`src/rtl/sur_pkg.sv`:
```
// Shared constants, register indexes and types of the staggered ultrasonic ranger.
package sur_pkg;

    localparam int CHANNELS_DEF = 4;

    localparam int PERIOD_W  = 16;
    localparam int TRIG_W    = 8;
    localparam int TIMEOUT_W = 24;
    localparam int TIME_W    = 32;
    localparam int RISE_W    = PERIOD_W + 1;
    localparam int FALL_W    = RISE_W + 1;
    localparam int ECHO_W    = 4;
    localparam int OUT_CH_W  = 2;

    localparam int CFG_IDX_W  = 2;
    localparam int CFG_DATA_W = 24;

    localparam logic [CFG_IDX_W-1:0] CFG_PERIOD  = 2'd0;
    localparam logic [CFG_IDX_W-1:0] CFG_TRIGGER = 2'd1;
    localparam logic [CFG_IDX_W-1:0] CFG_TIMEOUT = 2'd2;

    localparam logic [PERIOD_W-1:0]  RESET_PERIOD  = 16'd60;
    localparam logic [TRIG_W-1:0]    RESET_TRIG    = 8'd1;
    localparam logic [TIMEOUT_W-1:0] RESET_TIMEOUT = 24'd1000000;

    typedef struct packed {
        logic advance;
        logic start;
    } t_meas_ctl;

    typedef struct packed {
        logic                 busy;
        logic                 done;
        logic [TIMEOUT_W-1:0] duration_us;
    } t_meas_res;

    typedef struct packed {
        logic [ECHO_W-1:0]    trigger_levels;
        logic                 done_res;
        logic [OUT_CH_W-1:0]  channel;
        logic [TIMEOUT_W-1:0] duration_us;
    } t_result;

endpackage

```
`src/rtl/sur_echo_meter.sv`:
```
// Echo pulse width measurement of one selected channel at a time.
module sur_echo_meter #(
    parameter int CHANNELS = sur_pkg::CHANNELS_DEF
) (
    input  logic                                       i_clk,
    input  logic                                       i_rst_n,
    input  sur_pkg::t_meas_ctl                         i_ctl,
    input  logic [((CHANNELS > 1) ? $clog2(CHANNELS) : 1)-1:0] i_start_ch,
    input  logic [sur_pkg::ECHO_W-1:0]                 i_echo_levels,
    input  logic [sur_pkg::TIMEOUT_W-1:0]              i_timeout_us,
    output sur_pkg::t_meas_res                         o_res,
    output logic [((CHANNELS > 1) ? $clog2(CHANNELS) : 1)-1:0] o_channel
);
    import sur_pkg::*;

    localparam int CW = (CHANNELS > 1) ? $clog2(CHANNELS) : 1;

    typedef enum logic [1:0] {
        PH_IDLE,
        PH_WAIT_LOW,
        PH_WAIT_HIGH,
        PH_COUNT
    } t_phase;

    t_phase               r_phase;
    logic [CW-1:0]        r_ch;
    logic [TIMEOUT_W-1:0] r_wait;
    logic [TIMEOUT_W-1:0] r_width;

    logic [CW+1:0]        ch_pad;
    logic                 level;
    logic [TIMEOUT_W-1:0] n_wait;
    logic                 busy;
    logic                 pulse_end;
    logic                 timed_out;
    logic                 done;

    // Channels above the echo bus width read a low echo.
    assign ch_pad    = {2'b00, r_ch};
    assign level     = (ch_pad[CW+1:2] == '0) && i_echo_levels[ch_pad[1:0]];
    assign n_wait    = r_wait + TIMEOUT_W'(1);
    assign busy      = (r_phase != PH_IDLE);
    assign pulse_end = (r_phase == PH_COUNT) && !level;
    assign timed_out = !pulse_end && (n_wait >= i_timeout_us);
    assign done      = i_ctl.advance && busy && (pulse_end || timed_out);

    assign o_res.busy        = busy;
    assign o_res.done        = done;
    assign o_res.duration_us = (done && pulse_end) ? r_width : '0;
    assign o_channel         = r_ch;

    always_ff @(posedge i_clk) begin
        if (!i_rst_n) begin
            r_phase <= PH_IDLE;
            r_ch    <= '0;
            r_wait  <= '0;
            r_width <= '0;
        end else if (i_ctl.start) begin
            r_phase <= PH_WAIT_LOW;
            r_ch    <= i_start_ch;
            r_wait  <= '0;
            r_width <= '0;
        end else if (i_ctl.advance && busy) begin
            r_wait <= n_wait;
            case (r_phase)
                PH_WAIT_LOW: begin
                    if (!level) begin
                        r_phase <= PH_WAIT_HIGH;
                    end
                end
                PH_WAIT_HIGH: begin
                    if (level) begin
                        r_phase <= PH_COUNT;
                        r_width <= TIMEOUT_W'(1);
                    end
                end
                PH_COUNT: begin
                    if (level) begin
                        r_width <= r_width + TIMEOUT_W'(1);
                    end
                end
                default: begin
                    r_phase <= PH_IDLE;
                end
            endcase
            // Finish: drop back to idle and clear the counters.
            if (done) begin
                r_phase <= PH_IDLE;
                r_wait  <= '0;
                r_width <= '0;
            end
        end
    end

    a_start_when_idle: assert property (@(posedge i_clk) disable iff (!i_rst_n)
        i_ctl.start |-> (r_phase == PH_IDLE))
        else $error("measurement started while another one runs");

    a_idle_counts_clear: assert property (@(posedge i_clk) disable iff (!i_rst_n)
        (r_phase == PH_IDLE) |-> (r_wait == '0 && r_width == '0))
        else $error("counters not cleared while idle");

    a_done_goes_idle: assert property (@(posedge i_clk) disable iff (!i_rst_n)
        o_res.done |=> (r_phase == PH_IDLE))
        else $error("meter did not return to idle after finishing");

endmodule

```
`src/rtl/staggered_ultrasonic_ranger.sv`:
```
// Top level of the staggered ultrasonic ranger: schedule, config registers, output skid.
//
// One input item is one microsecond tick: a millisecond strobe and the echo level of every
// channel. Each accepted item yields exactly one result item holding the trigger drive after
// that tick and, on the tick where an echo measurement ends, done_res with the channel and the
// echo high time in microseconds (0 on timeout). Channel i triggers once the milliseconds since
// its last start reach period_ms + i*(period_ms/CHANNELS) and holds the trigger trigger_ms
// longer; note the offset adds to every period, not only the first. At the trigger fall the
// channel's start time is set to now and a pulseIn-style echo measurement begins on the next
// tick; the schedule stays frozen until it ends. Lower channel indexes win when several fall
// together. The block takes one item per clock cycle while o_stall is low: each tick is done
// by one pass of logic from the state registers into a result register, and a two-entry output
// (result register plus skid register) lets a new item enter while a result still waits.
// o_stall rises only when both entries are full. The per-channel rise times are derived from
// period_ms at the configuration write (a reciprocal multiply), so write period_ms only while
// idle. Configuration writes to index 3 are ignored.
module staggered_ultrasonic_ranger #(
    parameter int CHANNELS = sur_pkg::CHANNELS_DEF
) (
    input  logic                              i_clk,
    input  logic                              i_rst_n,
    // tick input channel
    input  logic                              i_valid,
    output logic                              o_stall,
    input  logic                              i_ms_strobe,
    input  logic [sur_pkg::ECHO_W-1:0]        i_echo_levels,
    // result channel
    output logic                              o_valid,
    input  logic                              i_stall,
    output logic [sur_pkg::ECHO_W-1:0]        o_trigger_levels,
    output logic                              o_done_res,
    output logic [sur_pkg::OUT_CH_W-1:0]      o_channel,
    output logic [sur_pkg::TIMEOUT_W-1:0]     o_duration_us,
    // configuration write port
    input  logic                              i_cfg_we,
    input  logic [sur_pkg::CFG_IDX_W-1:0]     i_cfg_idx,
    input  logic [sur_pkg::CFG_DATA_W-1:0]    i_cfg_data
);
    import sur_pkg::*;

    localparam int CW      = (CHANNELS > 1) ? $clog2(CHANNELS) : 1;
    localparam int RL      = $clog2(CHANNELS);
    localparam int RSH     = PERIOD_W + RL;
    localparam int PROD_W  = RSH + PERIOD_W;
    // Reciprocal of CHANNELS, exact for every 16-bit period.
    localparam int RECIP   = ((1 << RSH) + CHANNELS - 1) / CHANNELS;
    localparam int RESET_Q = int'(RESET_PERIOD) / CHANNELS;

    // Configuration registers.
    logic [TRIG_W-1:0]    r_trig_ms;
    logic [TIMEOUT_W-1:0] r_timeout_us;
    logic [RISE_W-1:0]    r_rise_at [CHANNELS];

    // Schedule state.
    logic [TIME_W-1:0]    r_now;
    logic [TIME_W-1:0]    r_last [CHANNELS];
    logic [CHANNELS-1:0]  r_trig;

    // Output register and skid stage.
    logic                 r_out_valid;
    t_result              r_out;
    logic                 r_skid_valid;
    t_result              r_skid;

    logic [PROD_W-1:0]    cfg_prod;
    logic [PERIOD_W-1:0]  cfg_q;
    logic [TIME_W-1:0]    n_now;
    logic [TIME_W-1:0]    elapsed [CHANNELS];
    logic [FALL_W-1:0]    fall_at [CHANNELS];
    logic [CHANNELS-1:0]  arm;
    logic [CHANNELS-1:0]  fall;
    logic [CHANNELS-1:0]  n_trig;
    logic [TIME_W-1:0]    n_last [CHANNELS];
    logic                 fall_any;
    logic [CW-1:0]        fall_ch;

    logic                 in_accept;
    logic                 out_take;
    logic                 sched;
    t_meas_ctl            meas_ctl;
    t_meas_res            meas_res;
    logic [CW-1:0]        meas_ch;
    logic [CW+1:0]        meas_ch_pad;
    logic [CHANNELS-1:0]  trig_after;
    logic [CHANNELS+3:0]  trig_pad;
    t_result              res;

    assign in_accept = i_valid && !r_skid_valid;
    assign o_stall   = r_skid_valid;
    assign out_take  = r_out_valid && !i_stall;

    // Offset per channel is period/CHANNELS; reduce it once at the write.
    assign cfg_prod = PROD_W'(i_cfg_data[PERIOD_W-1:0]) * PROD_W'(RECIP);
    assign cfg_q    = cfg_prod[RSH +: PERIOD_W];

    always_ff @(posedge i_clk) begin
        if (!i_rst_n) begin
            r_trig_ms    <= RESET_TRIG;
            r_timeout_us <= RESET_TIMEOUT;
            for (int i = 0; i < CHANNELS; i++) begin
                r_rise_at[i] <= RISE_W'(int'(RESET_PERIOD) + i * RESET_Q);
            end
        end else if (i_cfg_we) begin
            case (i_cfg_idx)
                CFG_PERIOD: begin
                    for (int i = 0; i < CHANNELS; i++) begin
                        r_rise_at[i] <= RISE_W'(i_cfg_data[PERIOD_W-1:0])
                                      + RISE_W'(TIME_W'(i) * TIME_W'(cfg_q));
                    end
                end
                CFG_TRIGGER: r_trig_ms    <= i_cfg_data[TRIG_W-1:0];
                CFG_TIMEOUT: r_timeout_us <= i_cfg_data[TIMEOUT_W-1:0];
                default: begin
                    // unknown index: drop the write
                end
            endcase
        end
    end

    // Advance the millisecond count first; every check sees the new time.
    assign n_now = r_now + TIME_W'(i_ms_strobe);

    // Scan in index order; the first falling channel blocks the rest.
    always_comb begin
        fall_any = 1'b0;
        fall_ch  = '0;
        for (int i = 0; i < CHANNELS; i++) begin
            elapsed[i] = n_now - r_last[i];
            fall_at[i] = FALL_W'(r_rise_at[i]) + FALL_W'(r_trig_ms);
            arm[i]     = r_trig[i] || (elapsed[i] >= TIME_W'(r_rise_at[i]));
            fall[i]    = arm[i] && (elapsed[i] >= TIME_W'(fall_at[i]));
            n_trig[i]  = r_trig[i];
            n_last[i]  = r_last[i];
            if (!fall_any) begin
                n_trig[i] = arm[i] && !fall[i];
                if (fall[i]) begin
                    n_last[i] = n_now;
                    fall_any  = 1'b1;
                    fall_ch   = CW'(i);
                end
            end
        end
    end

    // Hold the schedule frozen while a measurement runs.
    assign sched            = in_accept && !meas_res.busy;
    assign meas_ctl.advance = in_accept;
    assign meas_ctl.start   = sched && fall_any;

    always_ff @(posedge i_clk) begin
        if (!i_rst_n) begin
            r_now  <= '0;
            r_trig <= '0;
            for (int i = 0; i < CHANNELS; i++) begin
                r_last[i] <= TIME_W'(i * RESET_Q);
            end
        end else begin
            if (in_accept) begin
                r_now <= n_now;
            end
            if (sched) begin
                r_trig <= n_trig;
                r_last <= n_last;
            end
        end
    end

    sur_echo_meter #(
        .CHANNELS (CHANNELS)
    ) u_meter (
        .i_clk         (i_clk),
        .i_rst_n       (i_rst_n),
        .i_ctl         (meas_ctl),
        .i_start_ch    (fall_ch),
        .i_echo_levels (i_echo_levels),
        .i_timeout_us  (r_timeout_us),
        .o_res         (meas_res),
        .o_channel     (meas_ch)
    );

    // Build the result; channels past the output width are dropped.
    assign trig_after  = sched ? n_trig : r_trig;
    assign trig_pad    = {4'b0000, trig_after};
    assign meas_ch_pad = {2'b00, meas_ch};

    assign res.trigger_levels = trig_pad[ECHO_W-1:0];
    assign res.done_res       = meas_res.done;
    assign res.channel        = meas_res.done ? meas_ch_pad[OUT_CH_W-1:0] : '0;
    assign res.duration_us    = meas_res.duration_us;

    // Output register with a skid entry behind it.
    always_ff @(posedge i_clk) begin
        if (!i_rst_n) begin
            r_out_valid  <= 1'b0;
            r_skid_valid <= 1'b0;
        end else if (r_skid_valid) begin
            if (out_take) begin
                r_out_valid  <= 1'b1;
                r_skid_valid <= 1'b0;
            end
        end else if (in_accept) begin
            if (!r_out_valid || out_take) begin
                r_out_valid <= 1'b1;
            end else begin
                r_skid_valid <= 1'b1;
            end
        end else if (out_take) begin
            r_out_valid <= 1'b0;
        end
    end

    always_ff @(posedge i_clk) begin
        if (r_skid_valid) begin
            if (out_take) begin
                r_out <= r_skid;
            end
        end else if (in_accept) begin
            if (!r_out_valid || out_take) begin
                r_out <= res;
            end else begin
                r_skid <= res;
            end
        end
    end

    assign o_valid          = r_out_valid;
    assign o_trigger_levels = r_out.trigger_levels;
    assign o_done_res       = r_out.done_res;
    assign o_channel        = r_out.channel;
    assign o_duration_us    = r_out.duration_us;

    a_skid_behind_out: assert property (@(posedge i_clk) disable iff (!i_rst_n)
        r_skid_valid |-> r_out_valid)
        else $error("skid entry holds an item while the output register is empty");

    a_frozen_schedule: assert property (@(posedge i_clk) disable iff (!i_rst_n)
        (in_accept && meas_res.busy) |=> $stable(r_trig))
        else $error("trigger changed while a measurement runs");

    a_one_start: assert property (@(posedge i_clk) disable iff (!i_rst_n)
        meas_ctl.start |=> ($countones(r_trig ^ $past(r_trig)) <= CHANNELS)
                            && meas_res.busy)
        else $error("measurement start did not make the meter busy");

endmodule

```
`config.mk`:
```
export PLATFORM = sky130hd
export DESIGN_NAME = staggered_ultrasonic_ranger
export DESIGN_NICKNAME = d
export VERILOG_FILES = /design/src/rtl/sur_pkg.sv /design/src/rtl/sur_echo_meter.sv /design/src/rtl/staggered_ultrasonic_ranger.sv
export SDC_FILE = /design/constraint.sdc
export NUM_CORES = 1
export LEC_CHECK = 0
export BUFFER_PORTS_ARGS = -buffer_cell sky130_fd_sc_hd__buf_2
export CAP_MARGIN = 0
export CORE_MARGIN = 5
export CORE_UTILIZATION = 50
export CTS_CLUSTER_SIZE = 8
export DETAILED_ROUTE_END_ITERATION = 6
export HOLD_SLACK_MARGIN = 0.08
export PLACE_DENSITY = 0.7
export SYNTH_ARGS = -nofsm -noshare
export SYNTH_HDL_FRONTEND = slang
export SYNTH_SLANG_ARGS = --single-unit
```
`constraint.sdc`:
```
create_clock -name i_clk -period 9.3 [get_ports i_clk]
set_input_delay 1.86 -clock i_clk [delete_from_list [all_inputs] [get_ports i_clk]]
set_output_delay 1.86 -clock i_clk [all_outputs]
set_load 0.05 [all_outputs]
```
==> impl_metrics.env, run 1 <==
export IMPL_critPathArrivalTime_ns=8.48
export IMPL_clkPwrFrac_pct=42.2
export IMPL_clkSinkCount=377
export IMPL_synth_area_per_cell_um2=8.683
export IMPL_grt_setup_unrepaired="no"
export IMPL_required_ns=9.86
export IMPL_insertion_delay_ns=0.64
export IMPL_crit_path_max_fanout=50
export IMPL_slowest_delay_ns=0.51
export IMPL_pwr_share_comb_pct=17.8
export IMPL_grt_usage_pct=22.22
export IMPL_worst_pin_slew_ns=1.067
export IMPL_leakagePower_nw=15.50
export IMPL_yosysMostFrequentCell="ha_1"
export IMPL_drv_slew=0
export IMPL_setup_violations=0
export IMPL_critical_path_top_delay_family="simple AND/OR/NAND/NOR gates"
export IMPL_intPower_mw=3.208
export IMPL_ys_flop_type="dfxtp_1"
export IMPL_slowest_stage="nor4_1"
export IMPL_cts_hold_buf=0
export IMPL_drt_iter0_markers=1474
export IMPL_power_density_nw_per_um2=133.3
export IMPL_synth_top_cell_area_share_pct=16.24
export IMPL_end_kind="flop"
export IMPL_design_power_total_mw=4.486
export IMPL_slew_limit_headroom_pct=28.85
export IMPL_cts_resized=0
export IMPL_gp_congestion=0.9098
export IMPL_portBuffers=68
export IMPL_swShare_pct=28.50
export IMPL_ys_seq_elements=377
export IMPL_fin_tns_setup_ns=0
export IMPL_seq_power_share_pct=40.0
export IMPL_die_y_um=258.3
export IMPL_status="complete, no violations"
export IMPL_grt_max_degree=127
export IMPL_synth_fp_nets=3980
export IMPL_worstSetupPathType="in2reg"
export IMPL_clkSlewWorstSetupHoldPaths_ns=0.05
export IMPL_startpoint_type="input pin"
export IMPL_cp_num_buf_inv=3
export IMPL_avgRoutedWirePerCell_um=17.35
export IMPL_cts_root_buffer="clkbuf_16"
export IMPL_p_sw_mw=1.278
export IMPL_fmax_ghz=0.1263
export IMPL_yosys_warnings=0
export IMPL_cts_buffers=54
export IMPL_n_antenna_cell=0
export IMPL_via_per_inst=5.671
export IMPL_ant_nets=0
export IMPL_ys_async_sr_fraction_pct=0
export IMPL_grt_pass1_vias=23750
export IMPL_cts_tree="done"
export IMPL_dp_hpwl_mm=58.04
export IMPL_cap_violations=0
export IMPL_ios=69
export IMPL_die_w_um=258.3
export IMPL_period_share_pct=85.16
export IMPL_drive_above_1_share_pct=7.565
export IMPL_via_count=25020
export IMPL_irDropWorstVdd_uv=149.4
export IMPL_crit_top_cell="ha_1"
export IMPL_clock_skew_ns=0.04704
export IMPL_start_util_pct=50.21
export IMPL_hp_class="reg2reg"
export IMPL_core_um2=61370
export IMPL_antenna_found_initial=0
export IMPL_wl_mm=76.57
export IMPL_firstDrtPassIters=5
export IMPL_synth_area_leaders="dfxtp_1, ha_1, edfxtp_1"
export IMPL_hold_violations=0
export IMPL_yosysTopAreaCell="dfxtp_1"
export IMPL_postCtsSetupRepairBufs=0
export IMPL_synth_distinct_cells=102
export IMPL_syn_to_final_growth_pct=9.217
export IMPL_layout_setup_ws_ns=1.380
export IMPL_grt_overflow_total=0
export IMPL_dieArea_um2=66690
export IMPL_htreeDepth=2
export IMPL_drc=0
export IMPL_fin_crit_ns=7.920
export IMPL_hold_ws_ns=0.4617
export IMPL_syn_inst=3549
export IMPL_clockBufferDepth=3
export IMPL_synth_edf_count=127
export IMPL_dpl_worst_slack_ns=0.7156
export IMPL_synthTopCellsByCount="ha_1, nand2_1, inv_1, dfxtp_1, a21oi_1"
export IMPL_nets=4023
export IMPL_rows=91
export IMPL_grt_pass1_wl_mm=123.8
export IMPL_syn_cell_area_um2=30810
export IMPL_ys_seq_area_share_pct=28.62
[per-layer routing]
metal  global-route usage [%]  wire, um  part of all wire (%)  up-vias
met3                    2.406      2758                   3.6      119
met2                    36.91     34950                    46      460
li1                         -         -                     -    12720
met1                    30.78     36500                    48    11720
met5                        0         0                     0        -
met4                    6.655      2362                   3.1        0
[path summary, 6_finish.rpt]
check	start	endpoint	slack, ns	depth (start not counted)
setup reg to reg	r_now[0]	u_meter.r_width[4]	2.40	25
hold / removal	r_timeout_us[12]	r_timeout_us[12]	0.46	2
hold reg to reg	r_timeout_us[12]	r_timeout_us[12]	0.46	2
setup / recovery	i_ms_strobe	u_meter.r_width[4]	1.38	26
[worst min-delay path: stages (launching register included)]
cell and delay [ns]:
dfxtp_1 0.30, nand2_1 0.04, a21boi_0 0.06
[cells in the final DEF, fill, tap and decap left out, types with 23 or more instances in the layout]
cell	n
nor2b_1	106
nor3_2	44
xnor2_1	189
o21bai_1	29
a21o_1	94
inv_1	297
o211a_1	54
clkbuf_16	55
nand2_1	308
and3_1	61
a21boi_0	34
xor2_1	104
nor2_1	212
a211oi_1	25
nand4_1	60
buf_2	67
and2_1	63
fa_1	25
o21ai_0	155
dfxtp_1	250
edfxtp_1	127
ha_1	370
mux2i_1	88
nor3_1	52
o21a_1	35
nand2b_1	44
clkbuf_1	23
buf_4	41
nand3_1	70
a21oi_1	220
o211ai_1	35
[final cells by class]
cell class	instances	area, um^2
tap	790	988.4
inverter	297	1115
fill	5638	27720
timing repair buffer	114	754.5
clock buffer	83	1531
clock inverter	3	90.09
multi-input combinational	2748	20360
sequential	377	8818
[cell families (layout without fill, tap and decap cells)]
| kind of cell | after synthesis | in the layout | synth area share, % |
|---|---|---|---|
| AND/OR/NAND/NOR | 1127 | 1127 | 19.24 |
| AO/OA/AOI/OAI | 836 | 836 | 18.38 |
| buffers and inverters | 424 | 497 | 5.506 |
| adder cells (fa/ha/maj) | 395 | 395 | 16.65 |
| flip-flops | 377 | 377 | 28.62 |
| XOR/XNOR | 295 | 295 | 8.458 |
| multiplexers | 95 | 95 | 3.151 |
[state kept, by name, summed over array words and instances (netlist names), 2 cells and up]
register and cells:
r_trig 4, u_meter.r_width 24, r_last 128, r_trig_ms 8, o_channel 2, r_skid 31
u_meter.r_wait 24, o_duration_us 24, o_trigger_levels 4, r_timeout_us 24, u_meter.r_phase 2, u_meter.o_channel 2
r_now 32, r_rise_at 65
[power by group through the flow]
stage                     clock network (mW)  registers, mW  logic, mW
after floorplan                            0           1.85      0.571
after global placement                     0           1.83      0.782
after detailed placement                   0           1.83      0.793
after CTS                               1.94           1.79      0.800
after global routing                    2.00           1.80      0.901
final                                   1.89           1.80      0.799
[per-stage QoR]
| stage | instances | util [%] | cell area [um^2] |
|---|---|---|---|
| 2_1_floorplan | 3549 | - | 30810 |
| 3_3_place_gp | 4326 | 52.20 | 32030 |
| 3_5_place_dp | 4326 | 52.20 | 32030 |
| 4_1_cts | 4412 | 54.84 | 33650 |
| 5_1_grt | 4412 | 54.84 | 33650 |
| 6_report | 4412 | 54.84 | 33650 |
No activity file was read; power rests on OpenSTA's default activity.
==> inputs of run 2 (changes only) <==
PLACE_DENSITY = unset   (was 0.7)
PLACE_DENSITY_LB_ADDON = 0.15   (was unset)
==> run 2 against run 1 <==
Critical path depth fell by 2. Via count grew 2.4%. Sequential cell count did not move. Total power up 0.61%. Hold slack better by 0.0036 ns. Clock skew barely moved. Final cell count rose by 0.20%. Worst setup slack got worse by 0.46 ns. Core utilization about the same.
==> impl_metrics.env, run 2 (same netlist as run 1, synthesis figures left out) <==
export IMPL_slew_limit_headroom_pct=9.076
export IMPL_cts_resized=0
export IMPL_crit_path_max_fanout=9
export IMPL_clkSinkCount=377
export IMPL_cts_buffers=54
export IMPL_postCtsSetupRepairBufs=0
export IMPL_n_fill_cell=5678
export IMPL_grt_setup_unrepaired="no"
export IMPL_grt_usage_pct=24.45
export IMPL_crit_chain="buf_2, ha_1, ha_1, nand3_1, nor3_1, and4_1, nor2b_1, and3_1, and3_1, and2_1, nand2_1, xnor2_1, ha_1, nand2_1, nor2_1, a221o_1, a221o_1, a21o_1, a31oi_1, xor2_1, nand4_1, nor4_1, mux2_2, mux2_2"
export IMPL_grt_overflow_total=0
export IMPL_avgRoutedWirePerCell_um=18.96
export IMPL_firstDrtPassIters=6
export IMPL_dp_hpwl_mm=64.55
export IMPL_dieArea_um2=66690
export IMPL_design_power_total_mw=4.513
export IMPL_status="complete, no violations"
export IMPL_die_w_um=258.3
export IMPL_via_count=25620
export IMPL_slowest_stage="nor4_1"
export IMPL_drt_iter0_markers=1680
export IMPL_fin_cells=4421
export IMPL_rr_startpoint="r_now[0]"
export IMPL_grt_pass1_vias=25260
export IMPL_ant_nets=0
export IMPL_drive_above_1_share_pct=7.686
export IMPL_reg_top3="r_last x128, r_rise_at x65, r_now x32"
export IMPL_hold_ws_ns=0.4653
export IMPL_whs_endpoint="r_timeout_us[20]"
export IMPL_multi_input_area_um2=20360
export IMPL_top_register="r_last"
export IMPL_power_density_nw_per_um2=134.1
export IMPL_start_util_pct=50.21
export IMPL_r2r_cells=23
export IMPL_largest_reg_flops=128
export IMPL_clkSlewWorstSetupHoldPaths_ns=0.05
export IMPL_hp_class="reg2reg"
export IMPL_htreeDepth=2
export IMPL_drc=0
export IMPL_critPathArrivalTime_ns=8.85
export IMPL_irDropWorstVdd_uv=166.3
export IMPL_period_share_pct=90.07
export IMPL_fmax_ghz=0.1194
export IMPL_crit_top_cell="ha_1"
export IMPL_worstSetupPathType="in2reg"
export IMPL_rows=91
export IMPL_use_met2_pct=40.92
export IMPL_layout_common_cells="ha_1, nand2_1, inv_1"
export IMPL_grt_max_degree=110
export IMPL_fin_crit_ns=8.376
export IMPL_seqCellArea_um2=8818
export IMPL_required_ns=9.78
export IMPL_antenna_found_initial=0
export IMPL_syn_to_final_growth_pct=9.258
export IMPL_portBuffers=68
export IMPL_hold_depth=2
export IMPL_drv_slew=0
export IMPL_wl_mm=83.81
export IMPL_nets=4029
export IMPL_min_from="r_timeout_us[20]"
export IMPL_ios=69
export IMPL_reg2reg_slack_ns=1.91
export IMPL_leakagePower_nw=15.51
export IMPL_via_per_inst=5.795
export IMPL_met3_usage_pct=3.127
export IMPL_fin_tns_setup_ns=0
export IMPL_cap_violations=0
export IMPL_gp_congestion=0.8935
export IMPL_mostFrequentLayoutCell="ha_1"
export IMPL_grt_pass1_wl_mm=133.8
export IMPL_end_kind="flop"
export IMPL_startpoint_type="input pin"
export IMPL_cts_tree="done"
export IMPL_clockBufferDepth=3
export IMPL_setup_violations=0
export IMPL_hold_violations=0
export IMPL_clock_skew_ns=0.04690
export IMPL_r2r_end="o_trigger_levels[1]"
export IMPL_core_um2=61370
export IMPL_dp_cells=4332
export IMPL_cts_root_buffer="clkbuf_16"
export IMPL_slowest_delay_ns=1.20
export IMPL_gr_max_usage_layer="met2"
export IMPL_use_met1_pct=32.77
export IMPL_cts_hold_buf=0
export IMPL_insertion_delay_ns=0.65
export IMPL_worst_pin_slew_ns=1.351
export IMPL_die_y_um=258.3
## run 2: cell types whose count changed in the layout (fill, tap and decap cells not counted)
cell	delta
buf_4	+7
diode_2	+1
clkbuf_8	-1
clkbuf_16	-1
clkinv_2	+1
clkbuf_1	+3
buf_12	-1
## run 2: layer usage
metal	share of wire, %	vias to the layer above	wire length, um
li1	-	12710	-
met1	46	12130	38180
met2	46	609	38920
met3	4.2	166	3549
met4	3.8	0	3168
met5	0	-	0
## run 2: report_power, final
group	switching [mW]	total, mW	internal, mW	leakage, nW
Combinational	0.497	0.830	0.334	11.5
Clock	0.785	1.89	1.10	0.763
Sequential	0.0386	1.79	1.76	3.23
Total	1.32	4.51	3.19	15.5
## run 2: worst max-delay path by stage
stage                      startpoint             endpoint
after floorplan           i_ms_strobe  o_trigger_levels[3]
after global placement    i_ms_strobe  u_meter.r_width[18]
after detailed placement  i_ms_strobe  u_meter.r_width[12]
after CTS                 i_ms_strobe  o_trigger_levels[1]
after global routing      i_ms_strobe   u_meter.r_width[7]
final                     i_ms_strobe  o_trigger_levels[1]
## run 2: metrics by stage
stage | area [um^2] | setup WS, ns | util (%)
after CTS | 33660 | 1.140 | 54.86
after floorplan | 30810 | 1.686 | -
after detailed placement | 32070 | 0.4705 | 52.25
final | 33670 | 0.9239 | 54.86
after global routing | 33660 | 0.6081 | 54.86
after global placement | 32070 | 0.5909 | 52.25
## run 2: area by class of cell
cell class,instances,area share [%]
multi-input combinational,2748,60.47
sequential,377,26.19
clock buffer,84,4.467
inverter,297,3.311
tap,790,2.936
timing repair buffer,120,2.338
clock inverter,4,0.2824
antenna,1,0.007433
## run 2: critical path: cells and delay by family
family | cells | cell delay [ns]
muxes | 2 | 0.53
AOI/OAI and AO/OA | 4 | 1.06
xor gates and xnor gates | 2 | 0.66
and+or+nand+nor | 12 | 3.76
adders and majority gates | 3 | 0.88
buffers and inverters | 1 | 0.10
==> inputs of run 3 (changes only) <==
ABC_AREA = 1   (was unset)
==> run 3 against run 2 <==
Sequential share of layout area is 1.2 points lower. Register-to-register slack gained 0.93 ns. Sequential power is 3% higher. Sequential cell count did not move. Routed wire length rose by 19%.
==> impl_metrics.env, run 3 <==
export IMPL_status="complete, no violations"
export IMPL_startpoint_type="input pin"
export IMPL_worst_pin_slew_ns=1.277
export IMPL_grt_overflow_total=0
export IMPL_fmax_ghz=0.1340
export IMPL_required_ns=9.82
export IMPL_rows=93
export IMPL_fin_crit_ns=7.462
export IMPL_ys_async_sr_fraction_pct=0
export IMPL_clkSlewWorstSetupHoldPaths_ns=0.05
export IMPL_drc=0
export IMPL_reg2reg_slack_ns=2.84
export IMPL_cts_root_buffer="clkbuf_16"
export IMPL_syn_to_final_growth_pct=8.812
export IMPL_ys_seq_area_share_pct=27.19
export IMPL_synthAdderAreaFrac_pct=15.82
export IMPL_intPower_mw=3.692
export IMPL_drt_iter0_markers=2293
export IMPL_cts_tree="done"
export IMPL_swShare_pct=39.68
export IMPL_yosysTopAreaCell="dfxtp_1"
export IMPL_design_power_total_mw=6.121
export IMPL_yosys_warnings=0
export IMPL_top_register="r_last"
export IMPL_slowest_delay_ns=0.52
export IMPL_critPathArrivalTime_ns=7.99
export IMPL_cts_resized=0
export IMPL_r2r_cells=37
export IMPL_clock_skew_ns=0.05519
export IMPL_fin_cells=5830
export IMPL_ios=69
export IMPL_wl_met3_mm=5.800
export IMPL_wl_mm=100.0
export IMPL_grt_max_degree=102
export IMPL_period_share_pct=80.23
export IMPL_dpl_worst_slack_ns=1.272
export IMPL_htreeDepth=2
export IMPL_hp_class="reg2reg"
export IMPL_dieArea_um2=70050
export IMPL_mostFrequentLayoutCell="nand2_1"
export IMPL_synth_distinct_cells=53
export IMPL_clkPwrFrac_pct=30.8
export IMPL_end_kind="flop"
export IMPL_synthTopCellsByCount="nand2_1, inv_1, nor2_1, a21oi_1, ha_1"
export IMPL_crit_end="u_meter.r_width[2]"
export IMPL_r2r_end="u_meter.r_width[2]"
export IMPL_antenna_found_initial=3
export IMPL_cts_hold_buf=0
export IMPL_gp_congestion=1.023
export IMPL_synthXorXnorAreaFrac_pct=4.996
export IMPL_syn_inst=4870
export IMPL_reg_top3="r_last x128, r_rise_at x65, r_now x32"
export IMPL_ys_seq_elements=377
export IMPL_leakagePower_nw=17.95
export IMPL_hold_ws_ns=0.4553
export IMPL_slowest_stage="nand2_1"
export IMPL_ant_nets=0
export IMPL_core_um2=64350
export IMPL_insertion_delay_ns=0.63
export IMPL_die_y_um=264.7
export IMPL_worstSetupStartpoint="i_ms_strobe"
export IMPL_clkSinkCount=377
export IMPL_synth_fp_nets=5301
export IMPL_synth_simple_area_share_pct=27.37
export IMPL_utilization_pct=54.84
export IMPL_die_w_um=264.7
export IMPL_via_per_inst=5.244
export IMPL_worstSetupPathType="in2reg"
export IMPL_synth_top_family_by_area="simple AND/OR/NAND/NOR gates"
export IMPL_grt_usage_pct=27.86
export IMPL_critical_path_top_delay_family="simple AND/OR/NAND/NOR gates"
export IMPL_slew_limit_headroom_pct=14.19
export IMPL_layout_common_cells="nand2_1, inv_1, nor2_1"
export IMPL_crit_path_max_fanout=21
export IMPL_dp_hpwl_mm=79.60
export IMPL_avgRoutedWirePerCell_um=17.15
export IMPL_final_area_um2=35290
export IMPL_seq_power_share_pct=30.1
export IMPL_via_count=30570
export IMPL_firstDrtPassIters=6
export IMPL_postPlaceCellArea_um2=33710
export IMPL_fin_tns_setup_ns=0
export IMPL_cap_violations=0
export IMPL_nets=5372
export IMPL_irDropWorstVdd_uv=141.0
export IMPL_ys_flop_type="dfxtp_1"
export IMPL_largest_reg_flops=128
export IMPL_muxShareOfSynthArea_pct=0
export IMPL_synth_area_leaders="dfxtp_1, nand2_1, ha_1"
export IMPL_top_layer="met4"
export IMPL_yosysMostFrequentCell="nand2_1"
export IMPL_cp_num_buf_inv=5
export IMPL_drv_slew=0
export IMPL_portBuffers=68
export IMPL_met2WireLength_mm=46.65
export IMPL_grt_setup_unrepaired="no"
export IMPL_clockBufferDepth=3
export IMPL_syn_cell_area_um2=32430
export IMPL_drive_above_1_share_pct=4.564
export IMPL_cp_depth=38
export IMPL_layout_setup_ws_ns=1.839
export IMPL_start_util_pct=50.40
export IMPL_pwr_share_comb_pct=39.2
export IMPL_p_sw_mw=2.429
export IMPL_synth_compound_area_share_pct=13.52
export IMPL_grt_pass1_wl_mm=157.3
export IMPL_synth_top_cell_area_share_pct=15.43
export IMPL_synth_area_per_cell_um2=6.659
export IMPL_cts_buffers=54
export IMPL_synth_edf_count=127
export IMPL_crit_top_cell="nand2_1"
export IMPL_grt_pass1_vias=28960
export IMPL_dp_cells=5740
export IMPL_rr_startpoint="r_now[0]"
export IMPL_wl_met1_mm=43.49
export IMPL_hold_violations=0
export IMPL_power_density_nw_per_um2=173.5
export IMPL_setup_violations=0
export IMPL_postCtsSetupRepairBufs=0
-- run 3: cell count changes after synthesis, moves of 88 or more --
cell     delta
nand2_1  +1018
mux2i_1    -88
inv_1     +549
a21oi_1   +189
xnor2_1   -154
nand3_1   +130
nor2b_1   -107
nor2_1    +224
-- run 3: worst min path at each step --
stage,depth (start not counted),endpoint,slack [ns],start
floorplan,2,r_last[100],0.44,r_last[100]
global route,2,r_last[78],0.47,r_last[78]
CTS,2,r_last[78],0.46,r_last[78]
global placement,2,r_last[106],0.45,r_last[106]
detailed placement,2,r_last[106],0.45,r_last[106]
finish,2,r_timeout_us[7],0.46,r_timeout_us[7]
-- run 3: kinds of logic after synthesis --
group | Yosys count
xor+xnor | 185
simple gates | 2163
flops | 377
buf+inv | 941
compound gates | 809
fa+ha+maj | 395
-- run 3: power by group through the flow --
stage                     sequential (mW)  clock (mW)  combinational (mW)
after floorplan                      1.89           0                1.71
after global placement               1.87           0                2.35
after detailed placement             1.87           0                2.36
after CTS                            1.84        1.92                2.38
after global routing                 1.85        1.98                2.73
final                                1.84        1.88                2.40
-- run 3: routing by layer --
| metal | track usage [%] | vias up |
|---|---|---|
| met4 | 9.566 | 0 |
| met1 | 36.31 | 13870 |
| li1 | - | 15780 |
| met2 | 48.13 | 741 |
| met3 | 3.276 | 184 |
| met5 | 0 | - |
-- run 3: final cells by class --
class | count | area [um^2]
Tap cell | 855 | 1070
Fill cell | 6484 | 29060
Antenna cell | 1 | 2.502
Sequential cell | 377 | 8818
Inverter | 857 | 3217
Clock inverter | 3 | 80.08
Timing Repair Buffer | 99 | 579.3
Multi-Input combinational cell | 3552 | 20030
Clock buffer | 86 | 1491
-- run 3: worst min-delay path, cell delays in order, from the launching register on --
cell,delay [ns]
dfxtp_1,0.29
inv_1,0.06
a21oi_1,0.06
